## src/hw/rtl/rep_pkg.sv

```systemverilog
// Shared types, widths and constants for the rotated ellipse point pipeline.
package rep_pkg;

  // Field widths of one input item.
  localparam int ANG_W = 32;
  localparam int AX_W  = 31;
  localparam int CEN_W = 32;

  // CORDIC datapath width: Q2.30 plus headroom for the intermediate growth.
  localparam int CS_W = 34;

  // Largest number of CORDIC iterations that the angle table supports.
  localparam int ATAN_N = 30;

  // Start value of x: the inverse CORDIC gain in Q2.30.
  localparam logic signed [CS_W-1:0] CORDIC_X0 = 34'sd652032874;

  // Side data that travels alongside the two CORDIC lanes.
  typedef struct packed {
    logic [AX_W-1:0]         axis_a;
    logic [AX_W-1:0]         axis_b;
    logic signed [CEN_W-1:0] center_x;
    logic signed [CEN_W-1:0] center_y;
  } side_t;

  // Arctangent of 2^-i as a binary angle, a full turn being 2^32.
  function automatic logic signed [CS_W-1:0] atan_val(input int idx);
    logic signed [CS_W-1:0] res;
    case (idx)
      0:       res = 34'sd536870912;
      1:       res = 34'sd316933406;
      2:       res = 34'sd167458907;
      3:       res = 34'sd85004756;
      4:       res = 34'sd42667331;
      5:       res = 34'sd21354465;
      6:       res = 34'sd10679838;
      7:       res = 34'sd5340245;
      8:       res = 34'sd2670163;
      9:       res = 34'sd1335087;
      10:      res = 34'sd667544;
      11:      res = 34'sd333772;
      12:      res = 34'sd166886;
      13:      res = 34'sd83443;
      14:      res = 34'sd41722;
      15:      res = 34'sd20861;
      16:      res = 34'sd10430;
      17:      res = 34'sd5215;
      18:      res = 34'sd2608;
      19:      res = 34'sd1304;
      20:      res = 34'sd652;
      21:      res = 34'sd326;
      22:      res = 34'sd163;
      23:      res = 34'sd81;
      24:      res = 34'sd41;
      25:      res = 34'sd20;
      26:      res = 34'sd10;
      27:      res = 34'sd5;
      28:      res = 34'sd3;
      29:      res = 34'sd1;
      default: res = '0;
    endcase
    return res;
  endfunction

endpackage

```

## src/hw/rtl/rep_cordic.sv

```systemverilog
// One pipelined rotation-mode CORDIC lane with quadrant folding.
module rep_cordic #(
  parameter int STEPS = 16
) (
  input  logic                            clk,
  input  logic [STEPS:0]                  stage_en,
  input  logic [rep_pkg::ANG_W-1:0]       ang_i,
  output logic signed [rep_pkg::CS_W-1:0] cos_o,
  output logic signed [rep_pkg::CS_W-1:0] sin_o,
  output logic                            neg_o
);
  import rep_pkg::*;

  logic signed [CS_W-1:0] x_r   [0:STEPS];
  logic signed [CS_W-1:0] y_r   [0:STEPS];
  logic signed [CS_W-1:0] z_r   [0:STEPS];
  logic                   neg_r [0:STEPS];

  logic                   fold_neg;
  logic [ANG_W-1:0]       fold_ang;

  // Second and third quadrant angles get half a turn added; the result is negated later.
  always_comb begin
    fold_neg = (ang_i[ANG_W-1:ANG_W-2] == 2'b01) || (ang_i[ANG_W-1:ANG_W-2] == 2'b10);
    fold_ang = fold_neg ? (ang_i ^ {1'b1, {(ANG_W-1){1'b0}}}) : ang_i;
  end

  // Stage zero holds the start vector and the folded angle.
  always_ff @(posedge clk) begin
    if (stage_en[0]) begin
      x_r[0]   <= CORDIC_X0;
      y_r[0]   <= '0;
      z_r[0]   <= CS_W'($signed(fold_ang));
      neg_r[0] <= fold_neg;
    end
  end

  // One micro-rotation per stage, steered by the sign of the residual angle.
  for (genvar k = 1; k <= STEPS; k++) begin : g_iter
    localparam logic signed [CS_W-1:0] ATAN = atan_val(k - 1);
    always_ff @(posedge clk) begin
      if (stage_en[k]) begin
        if (!z_r[k-1][CS_W-1]) begin
          x_r[k] <= x_r[k-1] - (y_r[k-1] >>> (k - 1));
          y_r[k] <= y_r[k-1] + (x_r[k-1] >>> (k - 1));
          z_r[k] <= z_r[k-1] - ATAN;
        end else begin
          x_r[k] <= x_r[k-1] + (y_r[k-1] >>> (k - 1));
          y_r[k] <= y_r[k-1] - (x_r[k-1] >>> (k - 1));
          z_r[k] <= z_r[k-1] + ATAN;
        end
        neg_r[k] <= neg_r[k-1];
      end
    end
  end

  assign cos_o = x_r[STEPS];
  assign sin_o = y_r[STEPS];
  assign neg_o = neg_r[STEPS];

endmodule

```

## config.mk

```make
export PLATFORM = sky130hd
export DESIGN_NAME = rep_cordic
export DESIGN_NICKNAME = d
export VERILOG_FILES = /design/src/hw/rtl/rep_pkg.sv /design/src/hw/rtl/rep_cordic.sv
export SDC_FILE = /design/constraint.sdc
export NUM_CORES = 2
export LEC_CHECK = 0
export BUFFER_PORTS_ARGS = -buffer_cell sky130_fd_sc_hd__buf_2
export CAP_MARGIN = 30
export CORE_MARGIN = 1
export CORE_UTILIZATION = 35
export DETAILED_ROUTE_END_ITERATION = 6
export MAX_ROUTING_LAYER = met4
export PLACE_DENSITY = 0.53
export SLEW_MARGIN = 20
export SYNTH_ARGS = -nofsm -noshare
export SYNTH_HDL_FRONTEND = slang
export SYNTH_SLANG_ARGS = --single-unit
```

## constraint.sdc

```tcl
create_clock -name clk -period 5.48 [get_ports clk]
set_input_delay 0.548 -clock clk [delete_from_list [all_inputs] [get_ports clk]]
set_output_delay 0.548 -clock clk [all_outputs]
set_load 0.03 [all_outputs]
```

# Word level (Yosys, flattened, before mapping)
# Memories as Yosys holds them, arrays and structs flattened.
# Index checks and enable logic that the tools add are counted.
[word_totals]
word_cells = 330
inputBits = 50
romBits = 0
ram_bits = 1751
output_inout_bits = 69
memories = 4
register_bits = 0
latch_bits = 0
[memory_table]
columns = ["memory", "words", "width", "read_ports", "rd_ports_with_merged_regs", "write_ports", "line", "source"]
rows = [
  ["x_r", 17, 34, 17, 0, 17, "rep_cordic.sv:14", "logic signed [CS_W-1:0] x_r [0:STEPS];"],
  ["y_r", 17, 34, 17, 0, 17, "rep_cordic.sv:15", "logic signed [CS_W-1:0] y_r [0:STEPS];"],
  ["z_r", 17, 34, 16, 0, 17, "rep_cordic.sv:16", "logic signed [CS_W-1:0] z_r [0:STEPS];"],
  ["neg_r", 17, 1, 17, 0, 17, "rep_cordic.sv:17", "logic neg_r [0:STEPS];"],
]
[classes]
n_shift = 0
div_mod_pow = 0
bitwise = 49
addsub = 95
reduce_logical = 1
n_mul = 0
eq_ne = 2
order_cmp = 0
muxes = 179
[op_table]
columns = ["operator", "n"]
rows = [
  ["$mux W34", 48],
  ["$mux W1", 130],
  ["$add A34 B19 Y34", 2],
  ["$add A34 B20 Y34", 2],
  ["$add A34 B21 Y34", 2],
  ["$add A34 B22 Y34", 2],
  ["$add A34 B23 Y34", 2],
  ["$add A34 B24 Y34", 2],
  ["$add A34 B25 Y34", 2],
  ["$add A34 B26 Y34", 2],
  ["$add A34 B27 Y34", 2],
  ["$add A34 B28 Y34", 2],
  ["$add A34 B29 Y34", 2],
  ["$add A34 B30 Y34", 2],
  ["$add A34 B31 Y34", 2],
  ["$add A34 B32 Y34", 2],
  ["$add A34 B33 Y34", 2],
  ["$sub A34 B19 Y34", 2],
  ["$sub A34 B20 Y34", 2],
  ["$sub A34 B21 Y34", 2],
  ["$sub A34 B22 Y34", 2],
  ["$sub A34 B23 Y34", 2],
  ["$sub A34 B24 Y34", 2],
  ["$sub A34 B25 Y34", 2],
  ["other kinds (48)", 104],
]

# Depth between registers and ports, before layout
[depth]
word_depth = 4
mapped_depth = 23

# Worst setup path before layout
# No wires, ideal clock.
[synth_timing]
kind = "input -> register"
from = "input port stage_en[3]"
to = "memory z_r[3][31] (data pin)"
setup_time_ns = 0.266
t_arrival_ns = 4.615
path_buffers = 2
slack_ns = 0.599
path_stages = 16
cell_sequence = "nand2_1 > clkbuf_1 > clkbuf_1 > inv_1 > ha_1 > a211oi_1 > o21bai_1 > a21oi_1 > a211oi_1 > o31ai_1 > o31a_1 > o31ai_1 > a221oi_1 > o21ai_0 > o41ai_1 > xnor2_1"
[synth_rtl]
columns = ["item", "line", "source"]
rows = [
  ["start: declaration", "rep_cordic.sv:6", "input logic [STEPS:0] stage_en,"],
  ["end: declaration", "rep_cordic.sv:16", ""],
]

==> impl_metrics.json <==
{
  "outcome": "complete, but fails checks",
  "failing_checks": "design-rule violations",
  "finalMaxSlewViolations": 0,
  "route.vias.total": 94300,
  "yosys-top-cells-area": "sky130_fd_sc_hd__edfxtp_1 (37%), sky130_fd_sc_hd__ha_1 (14%), sky130_fd_sc_hd__xnor2_1 (8.6%), sky130_fd_sc_hd__a21oi_1 (5.5%), sky130_fd_sc_hd__xor2_1 (4.5%)",
  "grt_antenna_before_repair": 3,
  "critPathKind": "reg2reg",
  "timing.fmax_mhz": 195,
  "crit_slowest_cell": "sky130_fd_sc_hd__nor3_1",
  "worst_slew_pin_slew_ns": 0.964,
  "via_count_of_the_first_global_routing_pass": 90900,
  "yosysUniqueCellTypes": 93,
  "ctsRootBufferMaster": "sky130_fd_sc_hd__clkbuf_16",
  "cts_made_buffers": 190,
  "synth-seq-cells": 1520,
  "finish_stage_setup_viols": 0,
  "mappedNetlistNets": 14300,
  "track_usage": 0.183,
  "grt_overflow_total": 0,
  "clock_sinks": 1520,
  "detail_route.iter0.violations": 5672,
  "final.setup_skew_ns": 0.135,
  "register_area_share_after_synthesis": 0.367,
  "synth_enable_flop_cells": 1520,
  "worst_slack_ns": 0.357,
  "layout_min_cycle_time_ns": 5.12,
  "drv_cap": 0,
  "wl_per_cell_um": 18.1,
  "critical_path_peak_fanout": 5,
  "grt_pass1_wl_um": 511000,
  "core_region_area_um2": 353000,
  "detailedPlace.worstSlack_ns": 0.325,
  "die_y_um": 599,
  "yosys.area.top_type": "sky130_fd_sc_hd__edfxtp_1",
  "ant_nets": 0,
  "tritoncts": "built",
  "route.detailed.drc": 1,
  "slew_headroom": 0.358,
  "clock_insertion_delay_worst_skew_ns": 0.92,
  "nNetsFinal": 14600,
  "routabilityCongestion": 0.891,
  "die_w_um": 599,
  "ys_dominant_reg_cell": "sky130_fd_sc_hd__edfxtp_1",
  "final_min_period_over_clock_period": 0.935,
  "synthArstFlopShare": 0,
  "rsz0062_at_grt": "false",
  "areaGrowthSynthToFinish_pct": 11.2,
  "worstSetupEndpointType": "flip-flop",
  "finish.utilization": 0.392,
  "grt_start_max_net_pins": 76,
  "std_cell_rows": 218,
  "synthesis.area_um2": 125000,
  "vias_per_cell": 5.24,
  "wl_final_um": 326000,
  "dp_hpwl_um": 262000,
  "path_cells": "nor3_1, nand3b_1, nor3b_1, buf_4, nor2_1, xor2_1, ha_1, a21o_1, a21o_1, a21o_1, a21oi_1, nand4b_1, a31oi_1, a211o_1, a311oi_1, a221o_1, a21oi_1, xnor2_1",
  "worstPathRequired_ns": 6.11,
  "initial_utilization": 0.353,
  "synth_top_cell_area_share": 0.367,
  "timing_hold_violations_final": 0,
  "die-area_um2": 358000,
  "cts_max_path_buffers": 4,
  "hold_path.class": "in2reg",
  "synth-warning-count": 0,
  "setup_tns_after_final_layout_ns": 0,
  "cts.reportedPaths.clkPinSlew_ns": 0.06,
  "drt_pre_antenna_iters": 7,
  "crit_path_frequent_cell": "sky130_fd_sc_hd__a21o_1",
  "timing.critical_path.slowest_cell_delay_ns": 0.62,
  "synthesis.instances": 12800,
  "numPortBuffers": 118,
  "io_pins": 119,
  "drive_above_1_share": 0.0554,
  "ctsHtreeMaxLevel": 4,
  "worstSetupStartpointType": "flip-flop",
  "syn_area_per_cell_um2": 9.74,
  "critical_path_data_arrival_time_ns": 5.76
}
-- routing by layer --
layer  GRT usage  wire length [um]
met2       0.323            162000
met1       0.220            144000
met4      0.0547             10200
met5           -                 0
met3      0.0159              9570
-- registers in the layout (all words and copies together), names as in the netlist --
name	cells
z_r	508
neg_r	17
y_r	511
x_r	484
-- repair_timing --
action                     CTS  global route
hold buffers                35             1
setup buffers                0             0
hold endpoints to repair    55             6
setup endpoints to repair    0            10
resized for setup            0             8
-- cells by family after synthesis --
kind of cell	count (synthesis)	share of synthesized area
multiplexers	110	0.00931
buffers and inverters	699	0.0211
XOR/XNOR	1854	0.130
adder cells (fa/ha/maj)	1439	0.147
flip-flops	1520	0.367
AO/OA/AOI/OAI	3947	0.200
AND/OR/NAND/NOR	3216	0.125
-- cells in the mapped netlist (69+ instances only) --
library cell / number
sky130_fd_sc_hd__inv_1: 500
sky130_fd_sc_hd__ha_1: 1395
sky130_fd_sc_hd__a21oi_1: 1358
sky130_fd_sc_hd__nor2b_1: 203
sky130_fd_sc_hd__a21o_1: 694
sky130_fd_sc_hd__xor2_1: 638
sky130_fd_sc_hd__or3_1: 107
sky130_fd_sc_hd__a31oi_1: 114
sky130_fd_sc_hd__nand3_1: 217
sky130_fd_sc_hd__and3_1: 111
sky130_fd_sc_hd__nor2_1: 966
sky130_fd_sc_hd__clkbuf_1: 167
sky130_fd_sc_hd__edfxtp_1: 1520
sky130_fd_sc_hd__a211oi_1: 131
sky130_fd_sc_hd__nor3_1: 269
sky130_fd_sc_hd__nand2b_1: 234
sky130_fd_sc_hd__o21ai_0: 705
sky130_fd_sc_hd__o21a_1: 168
sky130_fd_sc_hd__o31ai_1: 147
sky130_fd_sc_hd__nor4_1: 69
sky130_fd_sc_hd__nand2_1: 695
sky130_fd_sc_hd__xnor2_1: 1216
sky130_fd_sc_hd__o21bai_1: 153
sky130_fd_sc_hd__nand4_1: 100
-- critical path, delay by kind of cell (launching register included) --
kind	cells	cell delay, ns
simple gates	5	1.45
buf+inv	1	0.21
fa+ha+maj	1	0.34
xor+xnor	2	0.25
compound gates	9	2.08
flops	1	0.54
-- path summary, 6_finish.rpt --
kind | start | end | slack, ns | cells past startpoint
worst max-delay path | y_r[7][7] | x_r[8][33] | 0.36 | 18
worst min-delay path | stage_en[0] | z_r[0][10] | 0.23 | 1
worst max register to register | y_r[7][7] | x_r[8][33] | 0.36 | 18
worst min register to register | neg_r[4][0] | neg_r[4][1] | 0.38 | 0
-- cell usage in the layout, fill, tap and decap left out, types with 41 or more instances in the layout --
cell	Yosys	layout
sky130_fd_sc_hd__and3_1	111	111
sky130_fd_sc_hd__nand2_1	695	684
sky130_fd_sc_hd__o31ai_1	147	147
sky130_fd_sc_hd__nor2_1	966	965
sky130_fd_sc_hd__o21bai_1	153	153
sky130_fd_sc_hd__nor3_1	269	267
sky130_fd_sc_hd__o41ai_1	44	42
sky130_fd_sc_hd__a21oi_1	1358	1358
sky130_fd_sc_hd__or2_2	41	41
sky130_fd_sc_hd__a31oi_1	114	114
sky130_fd_sc_hd__o21ai_0	705	705
sky130_fd_sc_hd__xnor2_1	1216	1216
sky130_fd_sc_hd__buf_2	1	103
sky130_fd_sc_hd__nor4_1	69	67
sky130_fd_sc_hd__nand3_1	217	217
sky130_fd_sc_hd__o211ai_1	60	60
sky130_fd_sc_hd__mux2_2	44	44
sky130_fd_sc_hd__a211oi_1	131	131
sky130_fd_sc_hd__nor2b_1	203	203
sky130_fd_sc_hd__o21a_1	168	168
sky130_fd_sc_hd__mux2i_1	65	65
sky130_fd_sc_hd__clkinv_1	6	41
sky130_fd_sc_hd__xor2_1	638	638
sky130_fd_sc_hd__inv_1	500	496
sky130_fd_sc_hd__edfxtp_1	1520	1520
sky130_fd_sc_hd__a21o_1	694	694
sky130_fd_sc_hd__clkbuf_16	0	190
sky130_fd_sc_hd__nand2b_1	234	234
sky130_fd_sc_hd__or3_1	107	107
sky130_fd_sc_hd__fa_1	44	44
sky130_fd_sc_hd__nand4_1	100	100
sky130_fd_sc_hd__ha_1	1395	1395
sky130_fd_sc_hd__and2_1	61	61
sky130_fd_sc_hd__buf_4	0	182
-- through the flow --
stage,hold WS (ns),area (um2),cells
after floorplan,0.400,125000,12800
after global placement,0.403,132000,17600
after detailed placement,0.405,132000,17600
after CTS,0.145,138000,18000
after global routing,0.213,138000,18000
final,0.229,138000,18000
-- final cells by class --
cell class / instances / area (um2)
Tap cell: 4730 / 5920
Inverter: 508 / 1910
Multi-Input combinational cell: 10600 / 76300
Timing Repair Buffer: 328 / 2380
Antenna cell: 2 / 5.00
Fill cell: 35000 / 215000
Clock inverter: 122 / 1390
Sequential cell: 1520 / 45600
Clock buffer: 220 / 4870
Power is left out: the tool's default activity adds up to more than one toggle a clock period on the data nets, which glitch-free logic cannot reach.
